## src/sv/assert_macros.svh

```systemverilog
// Assertion shorthands used by rdd_back. Clock is clk, reset is rst.
`ifndef ASSERT_MACROS_SVH
`define ASSERT_MACROS_SVH

// Property that must hold at every edge outside reset.
`define ASSERT_CLK(lbl, prop, msg) \
  lbl: assert property (@(posedge clk) disable iff (rst) (prop)) else $error(msg);

// Antecedent implies consequent in the same cycle.
`define ASSERT_IMPL(lbl, ante, cons, msg) \
  lbl: assert property (@(posedge clk) disable iff (rst) (ante) |-> (cons)) else $error(msg);

`endif

```

## src/sv/rdd_pkg.sv

```systemverilog
`default_nettype none
package rdd_pkg;

  localparam int DEPTH      = 64;
  localparam int VALUE_BITS = 8;
  localparam int IDX_W      = (DEPTH > 1) ? $clog2(DEPTH) : 1;
  localparam int CNT_W      = $clog2(DEPTH + 1);

  // Command queue between front and back
  localparam int QUEUE_DEPTH = 4;
  localparam int QPTR_W      = $clog2(QUEUE_DEPTH);
  localparam int QCNT_W      = $clog2(QUEUE_DEPTH + 1);

  // Port field layout
  localparam int OP_BITS    = 2;
  localparam int IN_VAL_W   = 8;
  localparam int IN_BITS    = 16;
  localparam int ELEM_BITS  = 8;
  localparam int STAT_BITS  = 2;

  // Operation codes
  localparam logic [OP_BITS-1:0] OP_LOAD    = 2'd0;
  localparam logic [OP_BITS-1:0] OP_REVERSE = 2'd1;
  localparam logic [OP_BITS-1:0] OP_DROP    = 2'd2;
  localparam logic [OP_BITS-1:0] OP_DUMP    = 2'd3;

  // Result status codes
  localparam logic [STAT_BITS-1:0] ST_ELEM     = 2'd0;
  localparam logic [STAT_BITS-1:0] ST_EMPTY    = 2'd1;
  localparam logic [STAT_BITS-1:0] ST_ERROR    = 2'd2;
  localparam logic [STAT_BITS-1:0] ST_OVERFLOW = 2'd3;

  typedef logic [VALUE_BITS-1:0] value_t;
  typedef logic [IDX_W-1:0]      idx_t;
  typedef logic [CNT_W-1:0]      cnt_t;
  typedef logic [CNT_W:0]        sum_t;
  typedef logic [ELEM_BITS-1:0]  elem_t;

  typedef struct packed {
    logic [OP_BITS-1:0] op;
    value_t             value;
  } cmd_t;

  // Fold a sum below 2*DEPTH back into the ring.
  function automatic idx_t wrap_idx(sum_t s);
    sum_t r;
    r = (s >= sum_t'(DEPTH)) ? (s - sum_t'(DEPTH)) : s;
    return idx_t'(r);
  endfunction

endpackage
`default_nettype wire

```

## src/sv/rdd_front.sv

```systemverilog
`default_nettype none
module rdd_front (
  input  wire logic                       clk,
  input  wire logic                       rst,
  input  wire logic                       s_tvalid,
  output logic                            s_tready,
  input  wire logic [rdd_pkg::IN_BITS-1:0] s_tdata,
  output logic                            cmd_valid,
  input  wire logic                       cmd_ready,
  output rdd_pkg::cmd_t                   cmd
);

  logic          f_valid;
  rdd_pkg::cmd_t f_cmd;
  logic          take;
  logic          push;

  assign push     = f_valid && cmd_ready;
  assign s_tready = !f_valid || cmd_ready;
  assign take     = s_tvalid && s_tready;

  assign cmd_valid = f_valid;
  assign cmd       = f_cmd;

  always_ff @(posedge clk) begin
    if (rst) begin
      f_valid <= 1'b0;
    end else if (take) begin
      f_valid <= 1'b1;
    end else if (push) begin
      f_valid <= 1'b0;
    end
  end

  // Split the transfer into opcode and value, keep value to the store width
  always_ff @(posedge clk) begin
    if (take) begin
      f_cmd.op    <= s_tdata[rdd_pkg::OP_BITS-1:0];
      f_cmd.value <= rdd_pkg::value_t'(
        s_tdata[rdd_pkg::OP_BITS +: rdd_pkg::IN_VAL_W]);
    end
  end

endmodule
`default_nettype wire

```

## src/sv/rdd_fifo.sv

```systemverilog
`default_nettype none
module rdd_fifo (
  input  wire logic          clk,
  input  wire logic          rst,
  input  wire logic          wr_valid,
  output logic               wr_ready,
  input  wire rdd_pkg::cmd_t wr_cmd,
  output logic               rd_valid,
  input  wire logic          rd_ready,
  output rdd_pkg::cmd_t      rd_cmd
);

  rdd_pkg::cmd_t                  entries [rdd_pkg::QUEUE_DEPTH];
  logic [rdd_pkg::QPTR_W-1:0]     wptr;
  logic [rdd_pkg::QPTR_W-1:0]     rptr;
  logic [rdd_pkg::QCNT_W-1:0]     fill;
  logic                           wr_en;
  logic                           rd_en;

  assign wr_ready = fill != rdd_pkg::QCNT_W'(rdd_pkg::QUEUE_DEPTH);
  assign rd_valid = fill != '0;
  assign rd_cmd   = entries[rptr];
  assign wr_en    = wr_valid && wr_ready;
  assign rd_en    = rd_valid && rd_ready;

  always_ff @(posedge clk) begin
    if (rst) begin
      wptr <= '0;
      rptr <= '0;
      fill <= '0;
    end else begin
      if (wr_en) begin
        wptr <= (wptr == rdd_pkg::QPTR_W'(rdd_pkg::QUEUE_DEPTH - 1)) ? '0 : wptr + 1'b1;
      end
      if (rd_en) begin
        rptr <= (rptr == rdd_pkg::QPTR_W'(rdd_pkg::QUEUE_DEPTH - 1)) ? '0 : rptr + 1'b1;
      end
      case ({wr_en, rd_en})
        2'b10:   fill <= fill + 1'b1;
        2'b01:   fill <= fill - 1'b1;
        default: fill <= fill;
      endcase
    end
  end

  always_ff @(posedge clk) begin
    if (wr_en) begin
      entries[wptr] <= wr_cmd;
    end
  end

endmodule
`default_nettype wire

```

## src/sv/rdd_back.sv

```systemverilog
`default_nettype none
`include "assert_macros.svh"
module rdd_back (
  input  wire logic                          clk,
  input  wire logic                          rst,
  input  wire logic                          cmd_valid,
  output logic                               cmd_ready,
  input  wire rdd_pkg::cmd_t                 cmd,
  output logic                               m_tvalid,
  input  wire logic                          m_tready,
  output logic [rdd_pkg::ELEM_BITS-1:0]      m_tdata,
  output logic [rdd_pkg::STAT_BITS-1:0]      m_tuser,
  output logic                               m_tlast
);

  // List state
  rdd_pkg::idx_t head;
  rdd_pkg::cnt_t count;
  logic          rev;
  logic          err;
  logic          ovf;
  logic          dumping;
  rdd_pkg::cnt_t k;

  // Element store and its registered read port
  rdd_pkg::value_t mem [rdd_pkg::DEPTH];
  rdd_pkg::value_t mem_q;

  // Read stage between store and output register
  logic                            st_valid;
  logic [rdd_pkg::STAT_BITS-1:0]   st_status;
  logic                            st_last;
  logic                            st_use_mem;

  // Output register
  logic                            out_valid;
  rdd_pkg::elem_t                  out_elem;
  logic [rdd_pkg::STAT_BITS-1:0]   out_status;
  logic                            out_last;

  logic            rd_move;
  logic            issue_ok;
  logic            pop;
  logic            is_dump;
  logic            dump_status;
  logic            issue;
  logic            dump_last;
  logic [rdd_pkg::STAT_BITS-1:0] flag_status;
  rdd_pkg::cnt_t   off;
  rdd_pkg::idx_t   rd_idx;
  rdd_pkg::idx_t   wr_idx;
  rdd_pkg::idx_t   head_inc;
  logic            wr_en;

  assign rd_move  = st_valid && (!out_valid || m_tready);
  assign issue_ok = !st_valid || rd_move;
  assign is_dump  = cmd.op == rdd_pkg::OP_DUMP;
  assign cmd_ready = !dumping && (!is_dump || issue_ok);
  assign pop      = cmd_valid && cmd_ready;

  assign dump_status = err || ovf || (count == '0);
  assign flag_status = err ? rdd_pkg::ST_ERROR :
                       ovf ? rdd_pkg::ST_OVERFLOW : rdd_pkg::ST_EMPTY;
  assign issue = (pop && is_dump && dump_status) || (dumping && issue_ok);

  assign dump_last = (k + rdd_pkg::cnt_t'(1)) == count;
  assign off       = rev ? (count - rdd_pkg::cnt_t'(1) - k) : k;
  assign rd_idx    = rdd_pkg::wrap_idx(rdd_pkg::sum_t'(head) + rdd_pkg::sum_t'(off));
  assign wr_idx    = rdd_pkg::wrap_idx(rdd_pkg::sum_t'(head) + rdd_pkg::sum_t'(count));
  assign head_inc  = rdd_pkg::wrap_idx(rdd_pkg::sum_t'(head) + rdd_pkg::sum_t'(1));
  assign wr_en     = pop && !err && (cmd.op == rdd_pkg::OP_LOAD)
                     && (count != rdd_pkg::cnt_t'(rdd_pkg::DEPTH));

  assign m_tvalid = out_valid;
  assign m_tdata  = out_elem;
  assign m_tuser  = out_status;
  assign m_tlast  = out_last;

  always_ff @(posedge clk) begin
    if (wr_en) begin
      mem[wr_idx] <= cmd.value;
    end
    if (issue) begin
      mem_q <= mem[rd_idx];
    end
  end

  always_ff @(posedge clk) begin
    if (rst) begin
      head      <= '0;
      count     <= '0;
      rev       <= 1'b0;
      err       <= 1'b0;
      ovf       <= 1'b0;
      dumping   <= 1'b0;
      k         <= '0;
      st_valid  <= 1'b0;
      out_valid <= 1'b0;
    end else begin
      if (rd_move) begin
        out_valid <= 1'b1;
      end else if (m_tready) begin
        out_valid <= 1'b0;
      end

      if (issue) begin
        st_valid <= 1'b1;
      end else if (rd_move) begin
        st_valid <= 1'b0;
      end

      if (dumping) begin
        if (issue_ok) begin
          k <= k + rdd_pkg::cnt_t'(1);
          if (dump_last) begin
            dumping <= 1'b0;
            head    <= '0;
            count   <= '0;
            rev     <= 1'b0;
          end
        end
      end else if (pop) begin
        unique case (cmd.op)
          rdd_pkg::OP_LOAD: begin
            if (!err) begin
              if (count == rdd_pkg::cnt_t'(rdd_pkg::DEPTH)) begin
                ovf <= 1'b1;
              end else begin
                count <= count + rdd_pkg::cnt_t'(1);
              end
            end
          end
          rdd_pkg::OP_REVERSE: begin
            if (!err) begin
              rev <= !rev;
            end
          end
          rdd_pkg::OP_DROP: begin
            if (!err) begin
              if (count == '0) begin
                err <= 1'b1;
              end else begin
                count <= count - rdd_pkg::cnt_t'(1);
                if (!rev) begin
                  head <= head_inc;
                end
              end
            end
          end
          rdd_pkg::OP_DUMP: begin
            if (dump_status) begin
              head  <= '0;
              count <= '0;
              rev   <= 1'b0;
              err   <= 1'b0;
              ovf   <= 1'b0;
            end else begin
              dumping <= 1'b1;
              k       <= '0;
            end
          end
          default: begin
          end
        endcase
      end
    end
  end

  // Stage and output payloads
  always_ff @(posedge clk) begin
    if (issue) begin
      st_status  <= dumping ? rdd_pkg::ST_ELEM : flag_status;
      st_last    <= dumping ? dump_last : 1'b1;
      st_use_mem <= dumping;
    end
    if (rd_move) begin
      out_elem   <= st_use_mem ? rdd_pkg::elem_t'(mem_q) : '0;
      out_status <= st_status;
      out_last   <= st_last;
    end
  end

  `ASSERT_CLK(a_count_range, count <= rdd_pkg::cnt_t'(rdd_pkg::DEPTH), "count beyond depth")
  `ASSERT_IMPL(a_dump_clean, dumping, !err && !ovf && (count != '0), "dump with flags set")
  `ASSERT_IMPL(a_status_last, out_valid && (out_status != rdd_pkg::ST_ELEM), out_last, "status result not last")
  `ASSERT_IMPL(a_no_overwrite, issue, !st_valid || rd_move, "read stage overwritten")

endmodule
`default_nettype wire

```

## src/sv/reversible_deque_drop_engine_unit.sv

```systemverilog
`default_nettype none
// Channel  Dir  Signals                        Payload (lowest bit up)
// s        in   s_tvalid s_tready s_tdata[15:0] operation[1:0] value[9:2] pad
// m        out  m_tvalid m_tready m_tdata[7:0]  element[7:0]
//                m_tuser[1:0] m_tlast            status[1:0]; last on tlast
//
// Load, reverse and drop retire one per cycle at the back end while no dump
// streams; a command passes the front register and the four-entry queue first.
// A status-only dump issues in the cycle it is popped and reaches m through the
// read stage and output register; an element dump enters its dumping state, then
// streams one element per unstalled cycle out of the store's single read port.
// Reset (rst, synchronous) clears pointers, count and flags; no clearing pass.
// A stall on m holds the output register and stops dumps; front register and queue
// then hold up to five commands before s_tready drops.
module reversible_deque_drop_engine_unit (
  input  wire logic                          clk,
  input  wire logic                          rst,
  input  wire logic                          s_tvalid,
  output logic                               s_tready,
  input  wire logic [rdd_pkg::IN_BITS-1:0]   s_tdata,   // operation, value, zero pad
  output logic                               m_tvalid,
  input  wire logic                          m_tready,
  output logic [rdd_pkg::ELEM_BITS-1:0]      m_tdata,   // element
  output logic [rdd_pkg::STAT_BITS-1:0]      m_tuser,   // status
  output logic                               m_tlast
);

  // Front register to queue
  logic          f_valid;
  logic          f_ready;
  rdd_pkg::cmd_t f_cmd;

  // Queue to back end
  logic          q_valid;
  logic          q_ready;
  rdd_pkg::cmd_t q_cmd;

  // Accept and split each transfer
  rdd_front u_front (
    .clk       (clk),
    .rst       (rst),
    .s_tvalid  (s_tvalid),
    .s_tready  (s_tready),
    .s_tdata   (s_tdata),
    .cmd_valid (f_valid),
    .cmd_ready (f_ready),
    .cmd       (f_cmd)
  );

  // Hold commands while the back end streams a dump
  rdd_fifo u_fifo (
    .clk      (clk),
    .rst      (rst),
    .wr_valid (f_valid),
    .wr_ready (f_ready),
    .wr_cmd   (f_cmd),
    .rd_valid (q_valid),
    .rd_ready (q_ready),
    .rd_cmd   (q_cmd)
  );

  // Execute against the ring store and drive results
  rdd_back u_back (
    .clk       (clk),
    .rst       (rst),
    .cmd_valid (q_valid),
    .cmd_ready (q_ready),
    .cmd       (q_cmd),
    .m_tvalid  (m_tvalid),
    .m_tready  (m_tready),
    .m_tdata   (m_tdata),
    .m_tuser   (m_tuser),
    .m_tlast   (m_tlast)
  );

endmodule
`default_nettype wire

```

## config.mk

```make
export PLATFORM = sky130hd
export DESIGN_NAME = reversible_deque_drop_engine_unit
export DESIGN_NICKNAME = d
export VERILOG_FILES = /design/src/sv/rdd_pkg.sv /design/src/sv/rdd_front.sv /design/src/sv/rdd_fifo.sv /design/src/sv/rdd_back.sv /design/src/sv/reversible_deque_drop_engine_unit.sv
export VERILOG_INCLUDE_DIRS = /design/src /design/src/sv
export SDC_FILE = /design/constraint.sdc
export NUM_CORES = 1
export LEC_CHECK = 0
export ABC_AREA = 1
export BUFFER_PORTS_ARGS = -buffer_cell sky130_fd_sc_hd__buf_2
export CORE_UTILIZATION = 56
export DETAILED_ROUTE_END_ITERATION = 16
export GPL_ROUTABILITY_DRIVEN = 0
export PLACE_DENSITY = 0.72
export RECOVER_POWER = 25
export SLEW_MARGIN = 20
export SYNTH_ARGS = -nofsm -noshare
export SYNTH_HDL_FRONTEND = slang
export SYNTH_SLANG_ARGS = --single-unit
```

## constraint.sdc

```tcl
create_clock -name clk -period 7.1 [get_ports clk]
set_input_delay 1.42 -clock clk [delete_from_list [all_inputs] [get_ports clk]]
set_output_delay 1.42 -clock clk [all_outputs]
set_load 0.02 [all_outputs]
```

# == After elaboration in Yosys (flattened, before gate mapping) ==
# Memory sizes are Yosys's and may differ from the RTL's. A register that Yosys moved wholly into a read port is not among the register bits.
# Cells that the tools add are included.
# word_totals
memories,2
out_inout_bits,13
mem_bits_rw,552
elab_cells,176
register_bits,59
# mem_list
name,words,width,read_ports,rd_ports_with_merged_regs,write_ports,line_no,source
u_back.mem,64,8,1,1,1,rdd_back.sv:26,rdd_pkg::value_t mem [rdd_pkg::DEPTH];
u_fifo.entries,4,10,1,1,1,rdd_fifo.sv:13,rdd_pkg::cmd_t entries [rdd_pkg::QUEUE_DEPTH];
# op_classes
eq_ne,24
mux,64
addsub,14
bitwise_logic,1
reduce_logical,46
magnitude_cmp,3
# ops
operator,n
$mux W7,15
$mux W6,11
$mux W1,26
$pmux W7 S3,1
$sub A6 B1 Y6 const B,3
$add A6 B7 Y8,2
$ge A8 B7 Y1 const B,2
$reduce_bool A2 Y1,8
$ne A3 B3 Y1 const B,5
$add A7 B1 Y7 const B,2
$mux W2,6
$pmux W6 S2,1
$reduce_and A6 Y1,2
$logic_and A1 B1 Y1,11
$eq A2 B2 Y1 const B,5
$ne A2 B2 Y1 const B,5
$ne A3 B2 Y1 const B,3
$reduce_and A9 Y1,1
$reduce_bool A3 Y1,3
$reduce_and A4 Y1,2
$reduce_and A8 Y1,1
$add A6 B1 Y7 const B,1
$eq A7 B7 Y1,1
$eq A7 B7 Y1 const B,1
other kinds (18),34

# == Longest topological paths before layout ==
# depth
depth_word,12
depth_mapped,19

# == Cells and area by module ==
# Synthesis repeated with hierarchy kept, for this count alone.
# hier_totals
cells_unflattened,2283
area_unflattened_um2,26206.4
# modules_own_cells
module,cells_each,seq_area_each_um2,area_per_inst_um2,n_inst
rdd_back,2100,16585.9,23874.1,1
rdd_fifo,167,1381.3,1984.4,1
rdd_front,16,320.3,347.8,1

# == Least setup slack after synthesis ==
# Ideal clock, no wire load.
# synth_timing
kind,reg-to-reg
from,register u_back.count[1]
to,register u_back.mem_q[5] (read register of u_back.mem) (data pin)
setup_ns,0.253
n_path_buf,3
slack_ns,3.730
arrival_time_ns,3.117
t_required_ns,6.847
path_stages_with_launch,19
path_cell_list,dfxtp_1 inv_1 ha_1 inv_1 fa_1 nand2_1 o21ai_0 fa_1 inv_1 buf_4 buf_2 clkbuf_1 nand3_1 nand3_1 nand3_1 nand3_1 nand2_1 nand2_1 nand2_1
# synth_between
elab_chain_len,6
# synth_lines
item,line_no,source
"start, declared",rdd_back.sv:18,rdd_pkg::cnt_t count;
"start signal, assigned",rdd_back.sv:129,count <= count + rdd_pkg::cnt_t'(1);
"start signal, assigned",rdd_back.sv:143,count <= count - rdd_pkg::cnt_t'(1);
$sub A7 B1 Y7,rdd_back.sv:67,assign off = rev ? (count - rdd_pkg::cnt_t'(1) - k) : k;
$sub A7 B7 Y7,rdd_back.sv:67,
$mux W7,rdd_back.sv:67,
$add A6 B7 Y8,rdd_back.sv:68,assign rd_idx = rdd_pkg::wrap_idx(rdd_pkg::sum_t'(head) + rdd_pkg::sum_t'(off));
$ge A8 B7 Y1 / $sub A6 B1 Y6 (equally long branches),rdd_pkg.sv:47,r = (s >= sum_t'(DEPTH)) ? (s - sum_t'(DEPTH)) : s;
$mux W6,rdd_pkg.sv:47,
"end, declared",rdd_back.sv:27,rdd_pkg::value_t mem_q;
# Several ways; a longest one is shown, not always the timed one.
# A chain may end at the register's enable or synchronous reset.

# == Worst setup path after layout ==
# layout_timing
from,register u_back.count[0]
to,register u_back.mem_q[6] (read register of u_back.mem) (data pin)
# Same word-level chain as after synthesis.

==> tab_implementation.tex <==
\begin{tabular}{lr}
\hline
Metric & Value \\
\hline
\multicolumn{2}{l}{\textbf{Global routing}} \\
Number of antenna violations at the first check in global routing & 0 \\
First-pass GRT wire length & 93100 µm \\
Largest net degree at the start of global routing & 257 \\
Total overflow reported by the global router & 0 \\
Vias in the first global route & 16700 \\
GRT Total Usage & around a quarter \\
\multicolumn{2}{l}{\textbf{Clock tree}} \\
CTS sink count & 621 \\
Clock tree from TritonCTS & built \\
Cts bufs inserted & a little under 60 \\
Maximum root-to-sink buffer count & 3 \\
Buffer count from post-CTS setup fixing & 0 \\
Number of H-tree levels & 2 \\
Root buffer cell & sky130\_fd\_sc\_hd\_\_clkbuf\_16 \\
Clock-pin transition on the worst setup and hold timing paths & 0.06 ns \\
Post-CTS sizing & 0 \\
Hold Buf Count CTS & 0 \\
Clock latency of the later-clocked register in the worst-skew pair & 0.63 ns \\
\multicolumn{2}{l}{\textbf{Yosys}} \\
Proportion of register bits with asynchronous set or reset after synthesis & 0\% \\
Count of cell types in the netlist & 43 \\
Predominant post-synthesis flop cell & sky130\_fd\_sc\_hd\_\_edfxtp\_1 \\
Portion of the post-synthesis area used by sequential elements & 69.5\% \\
Synth area leader & sky130\_fd\_sc\_hd\_\_edfxtp\_1 \\
Synthesized Nets & 2332 \\
Area of the mapped netlist & 26300 µm² \\
Yosys Warn Count & 0 \\
Cells after synthesis & 2282 \\
Synthesized flop and latch total & 621 \\
Number of enable flip-flop cells after synthesis & 585 \\
Area contributors post-synth & sky130\_fd\_sc\_hd\_\_edfxtp\_1 (67\%), sky130\_fd\_sc\_hd\_\_nand2\_1 (5.7\%), sky130\_fd\_sc\_hd\_\_nor2\_1 (4.6\%) \\
Area share of the largest cell type after synthesis & 66.7\% \\
Post-Synthesis Mean Instance Area & 11.5 µm² \\
\multicolumn{2}{l}{\textbf{STA}} \\
Final Cycle Share & 74.7\% \\
Worst rel slew slack & -111\% \\
Total negative slack for setup checks & 0 ns \\
Slew of the pin with the lowest slew margin & 3.17 ns \\
Max-slew violation total from the final report & roughly 200 \\
Final-report hold violation count & 0 \\
Final setup violation count & 0 \\
Min Clock Period, post-route & $\sim$5.3 ns \\
Smallest setup slack after layout & 1.79 ns \\
Skew final & 0.0181 ns \\
Highest attainable clock frequency & 188 MHz \\
RSZ-0062 raised after global routing & no \\
\multicolumn{2}{l}{\textbf{Placement}} \\
PortBufs & 26 \\
Setup WS pre-CTS & a little under 2 ns \\
Total half-perimeter wirelength after legalization and detailed placement & 33700 µm \\
\multicolumn{2}{l}{\textbf{Floorplan}} \\
Count of standard-cell rows & 79 \\
Core box area & 46500 µm² \\
Total Die Area & 47900 µm² \\
Die span in x & 219 µm \\
Initial cell density of the core & 56.7\% \\
Height of the die & 219 µm \\
Boundary Pins & 33 \\
\multicolumn{2}{l}{\textbf{Setup path}} \\
Cells traversed along the worst timing path & inv\_1 > ha\_1 > inv\_1 > fa\_1 > nand2\_1 > o21ai\_0 > fa\_4 > inv\_2 > buf\_12 > o21ai\_0 > o22ai\_1 > nand2\_1 > nand3\_1 > nand3\_1 > nand2\_1 > nand2\_1 > nand2\_1 \\
Critical path class & reg2reg \\
Crit-path slowest cell & sky130\_fd\_sc\_hd\_\_fa\_4 \\
Crit-path max cell delay & 1.34 ns \\
Kind of start point of the critical path & flip-flop \\
Most frequent CP cell & sky130\_fd\_sc\_hd\_\_nand2\_1 \\
Critical Path Sink Type & flip-flop \\
Worst EP arrival & 5.66 ns \\
CP required & 7.45 ns \\
Max FO, Critical Path & 101 \\
\multicolumn{2}{l}{\textbf{Detailed routing}} \\
Number of violations reported at the end of detailed-routing iteration 0 & $\sim$1900 \\
Ratio of routed vias to standard cells & just under 6 \\
Number of optimization iterations in the first detailed-route pass & 6 \\
Post-route antenna net violation count & 0 \\
Via Count & 17400 \\
Routed wire length per instance & 20.8 µm \\
DRC violation count after routing & 0 \\
Final WL & $\sim$61000 µm \\
\multicolumn{2}{l}{\textbf{Power}} \\
Total net switching power & 5.60 mW \\
Net switching fraction of the power & 41.5\% \\
Power share of the sequential group & 36.2\% \\
Clock power frac & 22.1\% \\
Leak & 10.1 nW \\
Maximum ir drop on the vdd rail & 0.684 mV \\
Cell area power density & about 470 nW/µm² \\
Combinational Power Share & 41.7\% \\
P\_int & 7.90 mW \\
\multicolumn{2}{l}{\textbf{Final layout}} \\
Antenna fix cells & 0 \\
Most common library cell in the layout ignoring fill and taps & sky130\_fd\_sc\_hd\_\_edfxtp\_1 \\
Commonest non-fill, non-tap cells in the layout & sky130\_fd\_sc\_hd\_\_edfxtp\_1 (585), sky130\_fd\_sc\_hd\_\_nand2\_1 (406), sky130\_fd\_sc\_hd\_\_nor2\_1 (325), sky130\_fd\_sc\_hd\_\_nand3\_1 (232), sky130\_fd\_sc\_hd\_\_o21ai\_0 (226) \\
Fraction of layout instances using a drive strength above 1 & approximately 8.3\% \\
Nets@finish & 2315 \\
Area added between synthesis and finish & 9.27\% \\
\multicolumn{2}{l}{\textbf{Min path}} \\
Tightest Hold Check Type & reg2reg \\
\multicolumn{2}{l}{\textbf{Outcome}} \\
Result of the run & finished with violations \\
Failing checks & max-capacitance violations, max-slew violations \\
\multicolumn{2}{l}{\textbf{Flow run}} \\
Max-capacitance violation count & 3 \\
\hline
\end{tabular}
## final timing paths
path                                           from                          end  slack (ns)  depth (start not counted)
setup / recovery       u_back.count[0]$_SDFFE_PP0P_    u_back.mem_q[6]$_DFFE_PP_        1.79                         17
hold / removal    u_back.st_status[0]$_SDFFCE_PP0P_  u_back.m_tuser[0]$_DFFE_PP_        0.43                          0
setup reg to reg       u_back.count[0]$_SDFFE_PP0P_    u_back.mem_q[6]$_DFFE_PP_        1.79                         17
hold reg to reg   u_back.st_status[0]$_SDFFCE_PP0P_  u_back.m_tuser[0]$_DFFE_PP_        0.43                          0
## power groups by stage
stage / sequential (mW) / clock, mW / combinational, mW
after floorplan: 4.92 / 0 / 3.86
after global placement: 4.92 / 0 / 5.39
after global routing: 4.91 / 3.15 / 6.18
after CTS: 4.86 / 3.02 / 5.59
after detailed placement: 4.93 / 0 / 5.56
final: 4.88 / 2.99 / 5.63
## state kept, by name, summed over array words and instances (netlist names), 2 cells and up, named ones only
register and flops:
u_back.st_status 2, u_fifo.fill 3, u_back.head 6, u_fifo.rptr 2, u_back.m_tdata 8, u_back.mem_q 8, u_fifo.wptr 2, u_back.k 7
u_back.mem 512, u_fifo.entries 40, u_back.m_tuser 2, u_front.cmd 10, u_back.count 7
## stage by stage
stage	cells	power, mW	hold slack [ns]	cell area, µm²	util [%]
2_1_floorplan	2282	8.79	0.400	26300	-
3_3_place_gp	2811	10.3	0.405	27000	58.1
3_5_place_dp	2811	10.5	0.413	27000	58.1
4_1_cts	2919	13.5	0.428	28800	62.0
5_1_grt	2919	14.2	0.436	28800	61.9
6_report	2919	13.5	0.431	28800	61.9
## cell type report
class                      count  area [µm²]
clock buffer                  82        1630
clock inverter                26         189
fill                        3505       17700
inverter                      91         349
multi-input combinational   1450        7280
sequential                   621       18300
tap                          607         759
timing repair buffer          42         275
## worst max-delay path: cells and delay by family, from the launching register on
family / cells / cell delay [ns]
flops: 1 / 0.44
simple gates: 7 / 0.76
compound gates: 3 / 0.43
buf+inv: 4 / 1.16
fa+ha+maj: 3 / 2.10
## cell usage after synthesis (3+ instances only)
library cell,number
sky130_fd_sc_hd__edfxtp_1,585
sky130_fd_sc_hd__nand2_1,403
sky130_fd_sc_hd__nor2_1,325
sky130_fd_sc_hd__nand3_1,232
sky130_fd_sc_hd__o21ai_0,226
sky130_fd_sc_hd__o22ai_1,105
sky130_fd_sc_hd__inv_1,81
sky130_fd_sc_hd__clkbuf_1,54
sky130_fd_sc_hd__buf_2,52
sky130_fd_sc_hd__dfxtp_1,36
sky130_fd_sc_hd__a21oi_1,27
sky130_fd_sc_hd__ha_1,26
sky130_fd_sc_hd__nand2_2,14
sky130_fd_sc_hd__nand4_1,13
sky130_fd_sc_hd__nand2_4,12
sky130_fd_sc_hd__xor2_1,12
sky130_fd_sc_hd__inv_2,8
sky130_fd_sc_hd__nand3_2,7
sky130_fd_sc_hd__buf_1,6
sky130_fd_sc_hd__buf_4,6
sky130_fd_sc_hd__a31oi_1,5
sky130_fd_sc_hd__nor2_2,5
sky130_fd_sc_hd__fa_1,4
sky130_fd_sc_hd__nor2_4,4
sky130_fd_sc_hd__o21bai_1,3
sky130_fd_sc_hd__xnor2_1,3
sky130_fd_sc_hd__xnor2_2,3
sky130_fd_sc_hd__xor2_2,3
## layer usage
metal	GRT usage, %	up-vias	part of all wire, %	routed length, µm
met5	0	-	0	0
li1	-	8054	-	-
met1	34.3	8430	40	24300
met2	42.4	782	49	29500
met4	9.21	0	3.1	1870
met3	4.13	135	8.2	4990
## cell families after synthesis
| kind of cell | after synthesis | synth area share, % |
|---|---|---|
| simple gates | 1028 | 17.1 |
| buf+inv | 211 | 3.41 |
| flops | 621 | 69.5 |
| fa+ha+maj | 30 | 1.54 |
| xor+xnor | 21 | 0.870 |
| compound gates | 371 | 7.65 |
No activity file was read; power rests on OpenSTA's default activity.
